**src/rtl/chip8q_pkg.sv**
```systemverilog
// Types and constants shared by the quirk instruction unit modules.
`default_nettype none
package chip8q_pkg;

	// Input item selector codes.
	localparam logic [2:0] OP_EXEC   = 3'd0;
	localparam logic [2:0] OP_SETV   = 3'd1;
	localparam logic [2:0] OP_SETI   = 3'd2;
	localparam logic [2:0] OP_MWRITE = 3'd3;
	localparam logic [2:0] OP_MREAD  = 3'd4;

	localparam int unsigned IN_TDATA_W  = 48;
	localparam int unsigned OUT_TDATA_W = 48;

	localparam logic [3:0] VF_IDX   = 4'hF;
	localparam logic [3:0] V0_IDX   = 4'h0;
	localparam logic [3:0] TOP_ALU  = 4'h8;
	localparam logic [3:0] TOP_JUMP = 4'hB;
	localparam logic [3:0] TOP_MISC = 4'hF;
	localparam logic [3:0] ALU_OR   = 4'h1;
	localparam logic [3:0] ALU_AND  = 4'h2;
	localparam logic [3:0] ALU_XOR  = 4'h3;
	localparam logic [3:0] ALU_SHR  = 4'h6;
	localparam logic [3:0] ALU_SHL  = 4'hE;
	localparam logic [7:0] MISC_STORE = 8'h55;
	localparam logic [7:0] MISC_LOAD  = 8'h65;

	// Classified command kinds handed from the front end to the executor.
	typedef enum logic [3:0] {
		K_OR, K_AND, K_XOR, K_SHR, K_SHL, K_JUMP, K_STORE, K_LOAD,
		K_SETV, K_SETI, K_MWRITE, K_MREAD, K_NOP, K_UNH
	} kind_t;

	typedef struct packed {
		kind_t       kind;
		logic [3:0]  x;     // VX, or the register of a register write
		logic [3:0]  y;
		logic [15:0] addr;  // NNN, new index or byte address
		logic [7:0]  data;
	} cmd_t;

	// Result fields, last member in the lowest bits.
	typedef struct packed {
		logic        unhandled;
		logic [7:0]  read_data;
		logic [7:0]  vf_after;
		logic [15:0] index_after;
		logic [12:0] pc_target;
		logic        pc_load;
	} result_t;

	typedef enum logic [3:0] {
		ES_CLEAR, ES_IDLE, ES_EXEC, ES_WRX, ES_WRF, ES_MOD,
		ES_MWR, ES_MRD, ES_STORE, ES_LOAD, ES_RESULT
	} exec_state_t;

endpackage
`default_nettype wire

```
**src/rtl/chip8q_fifo.sv**
```systemverilog
// Two-entry command queue between the front end and the executor.
`default_nettype none
module chip8q_fifo
	import chip8q_pkg::*;
(
	input  wire logic clk,
	input  wire logic arst_n,
	input  wire logic push,
	input  wire cmd_t din,
	output logic      full,
	input  wire logic pop,
	output logic      valid,
	output cmd_t      dout
);

	cmd_t       buf_q [2];
	logic       wp_q;
	logic       rp_q;
	logic [1:0] cnt_q;
	logic       do_push;
	logic       do_pop;

	assign full    = (cnt_q == 2'd2);
	assign valid   = (cnt_q != 2'd0);
	assign dout    = buf_q[rp_q];
	assign do_push = push & ~full;
	assign do_pop  = pop & valid;

	always_ff @(posedge clk or negedge arst_n) begin
		if (!arst_n) begin
			wp_q  <= 1'b0;
			rp_q  <= 1'b0;
			cnt_q <= 2'd0;
		end else begin
			if (do_push) begin
				wp_q <= ~wp_q;
			end
			if (do_pop) begin
				rp_q <= ~rp_q;
			end
			if (do_push && !do_pop) begin
				cnt_q <= cnt_q + 2'd1;
			end else if (do_pop && !do_push) begin
				cnt_q <= cnt_q - 2'd1;
			end
		end
	end

	always_ff @(posedge clk) begin
		if (do_push) begin
			buf_q[wp_q] <= din;
		end
	end

endmodule
`default_nettype wire

```
**config.mk**
```make
export PLATFORM = sky130hd
export DESIGN_NAME = chip8q_fifo
export DESIGN_NICKNAME = d
export VERILOG_FILES = /design/src/rtl/chip8q_pkg.sv /design/src/rtl/chip8q_fifo.sv
export SDC_FILE = /design/constraint.sdc
export NUM_CORES = 1
export LEC_CHECK = 0
export BUFFER_PORTS_ARGS = -buffer_cell sky130_fd_sc_hd__buf_4
export CAP_MARGIN = 20
export CORE_UTILIZATION = 56
export DETAILED_ROUTE_END_ITERATION = 10
export MAX_ROUTING_LAYER = met4
export PLACE_DENSITY = 0.84
export SLEW_MARGIN = 10
export SYNTH_ARGS = -nofsm -noshare
export SYNTH_HDL_FRONTEND = slang
export SYNTH_SLANG_ARGS = --single-unit
```
**constraint.sdc**
```tcl
create_clock -name clk -period 6.05 [get_ports clk]
set_clock_uncertainty 0.15 [all_clocks]
set_input_delay 0 -clock clk [delete_from_list [all_inputs] [get_ports clk]]
set_output_delay 0 -clock clk [all_outputs]
set_load 0.02 [all_outputs]
```
==> flow_summary_export.csv <==
group,metric,value,unit
clock_tree,numCtsBuffers,9,
placed_design,dp_slack,3.93,ns
clock_tree,h-tree-depth,3,
clock_tree,cts_num_sinks,76,
detailed_routing,drtPass1Iterations,4,
min_path,hold_path_class,"input pin to flip-flop",
layout,final_util,82.8,%
global_route,grt-ovfl-total,0,
timing,setup_violations,0,
placed_design,postPlaceCellArea,3550,um2
clock_tree,cts_buffer_depth,2,
synth,synth.avg_cell_area,22.5,um2
layout,seq_area,2260,um2
global_route,grt_pass1_vias,1694,
pwr,power_density,468,nW/um2
critical_path,required,5.90,ns
timing,slew_violations,0,
synth,synthesis.area,2950,um2
clock_tree,cts_setup_buffers,0,
job,max_cap_violations,0,
critical_path,worst_path_max_delay_cell,"dfrtp_2",
layout,multiInputGateArea,616,um2
detailed_routing,wl_met3,217,um
critical_path,cpPeakStageDelay,1.11,ns
floorplanning,dieArea,5560,um2
clock_tree,clock_latency,0.33,ns
floorplanning,die_w,74.6,um
layout,final_cell_mix,"buf_4 (77), edfxtp_1 (72), dlygate4sd3_1 (40)",
detailed_routing,vias,1604,
timing,finalHoldViolCount,0,
placed_design,port_buffers,77,
placed_design,globalplace.congestion,0.729,
global_route,grt_usage,21.7,%
global_route,grt_max_degree,38,
critical_path,start_kind,"flip-flop",
pwr,p_total,1.97,mW
floorplanning,coreArea,5070,um2
critical_path,arrival,2.03,ns
synth,yosysWarnings,0,
layout,layout_commonest_cell,"buf_4",
detailed_routing,ant_nets,0,
clock_tree,cts_root_buf,"clkbuf_8",
detailed_routing,post-route-drc-count,0,
timing,fin_ws,3.87,ns
critical_path,path_cells,"mux2_2 > buf_4",
timing,final.period_utilization,36.1,%
clock_tree,cts_tree,"yes",
synth,ys_types,16,
critical_path,crit_path_end_kind,"primary output",
detailed_routing,initialDrtViolationCount,88,
timing,holdWs,0.247,ns
layout,final_nets,297,
detailed_routing,m1WireLength,2050,um
pwr,cellLeakagePower,1.70,nW
status,status,"completed",
timing,finalCriticalPeriod,2.18,ns
layout,syn2layout_area_growth,42.6,%
floorplanning,rows,26,
synth,synthCells,131,
floorplanning,ios,78,
critical_path,crit_type,"flip-flop to primary output",
timing,tightest_slew,1.12,ns
pwr,ir_worst_vdd,0.408,mV
global_route,antenna_found_initial,0,
layout,postLayoutCellArea,4200,um2
synth,ys_seq_area_share,76.7,%
timing,slew_headroom,25.3,%
global_route,grt_pass1_wl,8070,um
layout,layoutNonFillerInstCount,331,
timing,rsz0062_at_grt,"no",
detailed_routing,dr_wl_met2,3040,um
detailed_routing,post_drt_wl_per_cell,16.2,um
detailed_routing,routed_wl,5370,um
detailed_routing,via_per_inst,4.85,
floorplanning,start_util,58.1,%
critical_path,critPathMaxFanout,37,
clock_tree,path_clk_slew,0.07,ns
placed_design,dp_cells,274,
floorplanning,die_h,74.6,um
synth,syn_nets,172,
timing,max_freq,458,MHz
timing,tns,0,ns
synth,ys_ff_latch,76,
layout,layout-drive-gt1-share,50.2,%
layout,n_antenna_cell,0,
placed_design,dpl.hpwl,3140,um
detailed_routing,topRoutingLayerUsed,"met4",
layout,n_fill_cell,266,
[flip-flops by register name (all words and copies together) (netlist names)]
register and count:
buf_q 72, rp_q 1, wp_q 1, cnt_q 2
[kinds of logic after synthesis]
| group | count (synthesis) | share of synthesized area [%] |
|---|---|---|
| xor gates and xnor gates | 5 | 1.49 |
| and+or+nand+nor | 7 | 1.23 |
| buffers and inverters | 6 | 2.67 |
| adders and majority gates | 1 | 0.424 |
| DFF | 76 | 76.7 |
| muxes | 36 | 17.4 |
[final cells by class]
type,count,area share (%)
repair buffers,118,23.8
flip-flops and latches,76,53.9
inverters,2,0.179
well taps,70,2.08
clock buffers,10,3.04
multi-input cells,49,14.6
clock inverters,6,2.44
[metal layers]
metal | global-route usage [%] | vias to the layer above
met1 | 23.6 | 794
met2 | 38.4 | 50
li1 | - | 754
met5 | - | -
met4 | 8.81 | 0
met3 | 4.47 | 6
[final timing paths]
path	from	slack, ns	end	cells after the start
max in group asynchronous	arst_n	5.15	rp_q	3
min in group asynchronous	arst_n	0.41	cnt_q[1]	3
worst min register to register	cnt_q[1]	0.36	cnt_q[1]	1
worst max register to register	cnt_q[0]	4.16	buf_q[1][33]	2
worst max-delay path	rp_q	3.87	dout[26]	2
worst min-delay path	din[16]	0.25	buf_q[1][16]	2
[critical path, delay by kind of cell (launching register included)]
| kind | cells | cell delay [ns] |
|---|---|---|
| flops | 1 | 1.11 |
| buf+inv | 1 | 0.16 |
| mux | 1 | 0.43 |
[what timing repair did]
item                      CTS  global route
hold endpoints to repair   79             0
gates resized for setup     0             0
hold buffers               40             0
[power breakdown]
group,switching (mW),internal [mW]
Sequential,0.103,0.722
Combinational,0.321,0.381
Clock,0.168,0.271
[cells in the mapped netlist]
cell type	instances	area, um2
nand2_2	1	6.26
and3_1	1	6.26
or2_1	1	6.26
nand2_1	1	3.75
mux2_4	29	435
buf_6	1	11.3
dfrtp_1	4	100
nand2b_1	1	6.26
edfxtp_1	72	2160
buf_12	3	60.1
inv_1	2	7.51
xor2_1	2	17.5
mux2_2	7	78.8
xnor2_1	3	26.3
ha_1	1	12.5
nor2_1	2	7.51
No activity file was read; power rests on OpenSTA's default activity.
