<file path="config.mk">
export PLATFORM = sky130hd
export DESIGN_NAME = chip8q_front
export DESIGN_NICKNAME = d
export VERILOG_FILES = /design/src/rtl/chip8q_pkg.sv /design/src/rtl/chip8q_front.sv
export SDC_FILE = /design/constraint.sdc
export NUM_CORES = 1
export LEC_CHECK = 0
export CAP_MARGIN = 25
export CORE_UTILIZATION = 40
export CTS_BUF_LIST = sky130_fd_sc_hd__clkbuf_16
export DETAILED_ROUTE_END_ITERATION = 7
export DONT_BUFFER_PORTS = 1
export PLACE_DENSITY = 0.61
export RECOVER_POWER = 50
export SYNTH_ARGS = -nofsm -noshare
export SYNTH_HDL_FRONTEND = slang
export SYNTH_SLANG_ARGS = --single-unit
</file>
<file path="constraint.sdc">
create_clock -name clk -period 1.9 [get_ports clk]
set_input_delay 0.095 -clock clk [delete_from_list [all_inputs] [get_ports clk]]
set_output_delay 0.095 -clock clk [all_outputs]
set_load 0.05 [all_outputs]
</file>
<file path="src/rtl/chip8q_pkg.sv">
// Types and constants shared by the quirk instruction unit modules.
`default_nettype none
package chip8q_pkg;

	// Input item selector codes.
	localparam logic [2:0] OP_EXEC   = 3'd0;
	localparam logic [2:0] OP_SETV   = 3'd1;
	localparam logic [2:0] OP_SETI   = 3'd2;
	localparam logic [2:0] OP_MWRITE = 3'd3;
	localparam logic [2:0] OP_MREAD  = 3'd4;

	localparam int unsigned IN_TDATA_W  = 48;
	localparam int unsigned OUT_TDATA_W = 48;

	localparam logic [3:0] VF_IDX   = 4'hF;
	localparam logic [3:0] V0_IDX   = 4'h0;
	localparam logic [3:0] TOP_ALU  = 4'h8;
	localparam logic [3:0] TOP_JUMP = 4'hB;
	localparam logic [3:0] TOP_MISC = 4'hF;
	localparam logic [3:0] ALU_OR   = 4'h1;
	localparam logic [3:0] ALU_AND  = 4'h2;
	localparam logic [3:0] ALU_XOR  = 4'h3;
	localparam logic [3:0] ALU_SHR  = 4'h6;
	localparam logic [3:0] ALU_SHL  = 4'hE;
	localparam logic [7:0] MISC_STORE = 8'h55;
	localparam logic [7:0] MISC_LOAD  = 8'h65;

	// Classified command kinds handed from the front end to the executor.
	typedef enum logic [3:0] {
		K_OR, K_AND, K_XOR, K_SHR, K_SHL, K_JUMP, K_STORE, K_LOAD,
		K_SETV, K_SETI, K_MWRITE, K_MREAD, K_NOP, K_UNH
	} kind_t;

	typedef struct packed {
		kind_t       kind;
		logic [3:0]  x;     // VX, or the register of a register write
		logic [3:0]  y;
		logic [15:0] addr;  // NNN, new index or byte address
		logic [7:0]  data;
	} cmd_t;

	// Result fields, last member in the lowest bits.
	typedef struct packed {
		logic        unhandled;
		logic [7:0]  read_data;
		logic [7:0]  vf_after;
		logic [15:0] index_after;
		logic [12:0] pc_target;
		logic        pc_load;
	} result_t;

	typedef enum logic [3:0] {
		ES_CLEAR, ES_IDLE, ES_EXEC, ES_WRX, ES_WRF, ES_MOD,
		ES_MWR, ES_MRD, ES_STORE, ES_LOAD, ES_RESULT
	} exec_state_t;

endpackage
`default_nettype wire

</file>
<file path="src/rtl/chip8q_front.sv">
// Front end: accepts input transfers and classifies them into commands.
`default_nettype none
module chip8q_front
	import chip8q_pkg::*;
(
	input  wire logic                  clk,
	input  wire logic                  arst_n,
	input  wire logic                  s_axis_tvalid,
	output logic                       s_axis_tready,
	input  wire logic [IN_TDATA_W-1:0] s_axis_tdata,
	input  wire logic [2:0]            s_axis_tuser,
	input  wire logic                  q_full,
	input  wire logic                  clearing,
	output logic                       q_push,
	output cmd_t                       q_cmd
);

	logic [15:0] instr;
	logic [3:0]  top;
	logic [3:0]  low;
	logic [7:0]  low8;
	kind_t       exec_kind;
	logic        seen_q;

	assign instr = s_axis_tdata[15:0];
	assign top   = instr[15:12];
	assign low   = instr[3:0];
	assign low8  = instr[7:0];

	always_comb begin
		exec_kind = K_UNH;
		unique case (top)
			TOP_ALU: begin
				unique case (low)
					ALU_OR:  exec_kind = K_OR;
					ALU_AND: exec_kind = K_AND;
					ALU_XOR: exec_kind = K_XOR;
					ALU_SHR: exec_kind = K_SHR;
					ALU_SHL: exec_kind = K_SHL;
					default: exec_kind = K_UNH;
				endcase
			end
			TOP_JUMP: exec_kind = K_JUMP;
			TOP_MISC: begin
				if (low8 == MISC_STORE) begin
					exec_kind = K_STORE;
				end else if (low8 == MISC_LOAD) begin
					exec_kind = K_LOAD;
				end
			end
			default: exec_kind = K_UNH;
		endcase
	end

	always_comb begin
		q_cmd.x    = instr[11:8];
		q_cmd.y    = instr[7:4];
		q_cmd.addr = {4'h0, instr[11:0]};
		q_cmd.data = s_axis_tdata[43:36];
		unique case (s_axis_tuser)
			OP_EXEC: q_cmd.kind = exec_kind;
			OP_SETV: begin
				q_cmd.kind = K_SETV;
				q_cmd.x    = s_axis_tdata[19:16];
			end
			OP_SETI: begin
				q_cmd.kind = K_SETI;
				q_cmd.addr = s_axis_tdata[35:20];
			end
			OP_MWRITE: begin
				q_cmd.kind = K_MWRITE;
				q_cmd.addr = s_axis_tdata[35:20];
			end
			OP_MREAD: begin
				q_cmd.kind = K_MREAD;
				q_cmd.addr = s_axis_tdata[35:20];
			end
			default: q_cmd.kind = K_NOP;
		endcase
	end

	// Nothing is taken until the first cycle after reset has passed.
	always_ff @(posedge clk or negedge arst_n) begin
		if (!arst_n) begin
			seen_q <= 1'b0;
		end else begin
			seen_q <= 1'b1;
		end
	end

	assign s_axis_tready = seen_q & ~q_full & ~clearing;
	assign q_push        = s_axis_tvalid & s_axis_tready;

endmodule
`default_nettype wire

</file>
==> flow_summary.ini <==
[power_and_ir_drop]
power.leakage_nw = 0.1835
intPower_uw = 82.21
vdd_drop_max_v = 0.0001935
p_clk_frac = 0
swShare = 0.6884
pwr-share-comb = 0.913
power.density_nw_per_um2 = 461.4
pwr-share-seq = 0.087
p_switching_uw = 181.6

[worst_hold_path]
holdPathStages = 0
hold_class = input pin to output port
min-delay-start = s_axis_tdata[36]

[synthesis]
yosysMostFrequentCell = mux2_2
syn_nets = 125
synth_top_family_by_area = multiplexers
syn_area_um2 = 611.8
synth_common_cells = 16 x mux2_2, 12 x buf_4, 7 x nor2b_1
synthMuxAreaShare = 0.3313
avgSynthCellArea_um2 = 8.867
synth_top_area_share = 0.2945
synthTopCellsByArea = mux2_2 29%, buf_4 15%, nor2b_1 7.2%
yosysSeqAreaShare = 0.04090
synthXorXnorAreaFrac = 0.02863
async_flop_share = 1.000
yosys.area_share.adder = 0
yosys_register_bits = 1
syn_inst = 69
synth_ff_type = dfrtp_1
yosysWarnings = 0
synth-edff-count = 0
yosys.area_share.simple = 0.2822
synth-compound-area-share = 0.1207
ys_types = 29
synth_top_cell_by_area = mux2_2

[clock_tree]
ctsResizeCount = 0
hold_buffers = 1
path_clk_slew_ps = 0
post_cts_buffers = 0

[place]
dp.final_hpwl_mm = 1.098
dp.cells = 77
port_buffers = 0
gp_congestion = 0.7799

[routing]
wire_per_inst_um = 17.04
ant_nets = 0
wl_mm = 1.329
drc = 0
drt_pass1_iterations = 4
drt-vias-per-instance = 6.321
first_iter_violations = 14
via_count = 493

[timing]
setup_viol = 0
setup_tns_ps = 0
rsz0062_at_grt = no
slew_viol_final = 0
period_minus_slack_ps = 1514
worst-slew-pin-transition_ps = 949.4
hold_viol = 0
slew-limit-headroom = 0.3629
max_freq_mhz = 660.7
fin_crit_sh = 0.7966

[final_layout]
ff_latch_area_um2 = 25.02
reg_top3 = seen_q x1
multi_input_area_um2 = 473.0
area_growth_pct = -6.544
diodes = 0
n_fill_cell = 159
nets = 121
final_cells = 78
drive_above_1_share = 0.3968
largest_reg_flops = 1
top_register = seen_q

[critical_path]
cp_max_fo = 2
crit_slowest_cell = nor3b_2
critPathKind = flip-flop to output port
cp.arrival_ps = 1420
critical_path.max_stage_delay_ps = 700
cp-startpoint = seen_q
worstSetupEndpointType = output port
worstSetupPathDepth = 3
crit_family = simple AND/OR/NAND/NOR gates
start_kind = flip-flop
required_ps = 1800
path_buf_inv = 1
crit_path_end = q_push
cp_cell_sequence = nor3b_2 > and2_1 > buf_4

[global_route]
grt_pass1_wl_mm = 1.628
antenna_found_initial = 0
overflow = 0
track_usage = 0.1338
grt_pass1_vias = 382
grt_max_degree = 17

[run_status]
status = complete, no violations

[flow_run]
drv_cap = 0

[floorplan]
die_area_um2 = 1690
fp-row-count = 13
pin_count = 94
core_um2 = 1366
die_h_um = 41.11
chipWidth_um = 41.11
initial_core_util = 0.4478
## how the worst min path moves through the flow
stage	to	slack, ps
3_3_place_gp	seen_q	-200
2_1_floorplan	seen_q	-200
4_1_cts	q_cmd[27]	190
6_report	q_cmd[0]	190
3_5_place_dp	seen_q	-200
5_1_grt	q_cmd[0]	190
## through the flow
step | hold slack, ps | area (um^2) | power [mW] | util | setup slack, ps
finish | 190.0 | 571.8 | 0.2639 | 0.4185 | 386.5
global route | 190.1 | 571.8 | 0.2749 | 0.4185 | 280.1
CTS | 190.5 | 591.8 | 0.2704 | 0.4332 | 381.3
detailed placement | -200.6 | 581.8 | 0.2681 | 0.4258 | 381.0
global placement | -200.6 | 581.8 | 0.2681 | 0.4258 | 392.9
floorplan | -200.6 | 623.1 | 0.3251 | - | 298.8
## layout make-up
class,count,area share
inverters,1,0.006565
multi-input cells,53,0.8271
flip-flops and latches,1,0.04376
well taps,15,0.03282
repair buffers,8,0.08972
## routing by layer
metal,vias to the layer above,GRT usage,share of wire
met5,-,0,0
met4,0,0.04032,0.0015
met3,2,0,0.12
met2,35,0.1953,0.50
met1,217,0.2089,0.38
li1,239,-,-
## cells by family after synthesis
family	count (synthesis)
buffers and inverters	15
AO/OA/AOI/OAI	8
AND/OR/NAND/NOR	25
multiplexers	17
XOR/XNOR	2
other	1
flip-flops	1
## power by group through the flow
stage | Combinational (mW) | Clock, mW | Sequential, mW
3_3_place_gp | 0.245 | 0 | 0.0229
2_1_floorplan | 0.302 | 0 | 0.0229
3_5_place_dp | 0.245 | 0 | 0.0230
5_1_grt | 0.252 | 0 | 0.0230
6_report | 0.241 | 0 | 0.0229
4_1_cts | 0.247 | 0 | 0.0230
## layout by cell type, fill, tap and decap left out
cell type and count:
mux2_2 15, nor2b_1 7, buf_4 4, clkbuf_1 3, xnor2_1 2, o41ai_1 2, nor2_1 2, nor3_1 2
and2_1 2, nand3_1 2, nand4_1 1, nand4bb_1 1, nand2b_1 1, inv_1 1, or4b_4 1, or4b_2 1
a221o_1 1, mux2i_2 1, nand4b_1 1, or3b_1 1, a2111oi_0 1, or4b_1 1, nor4_1 1, a2111oi_2 1
mux2_1 1, o21ai_1 1, o31ai_1 1, o41ai_2 1, nor3b_2 1, dlygate4sd3_1 1, dfrtp_1 1, conb_1 1
Power figures use the tool's default switching activity.
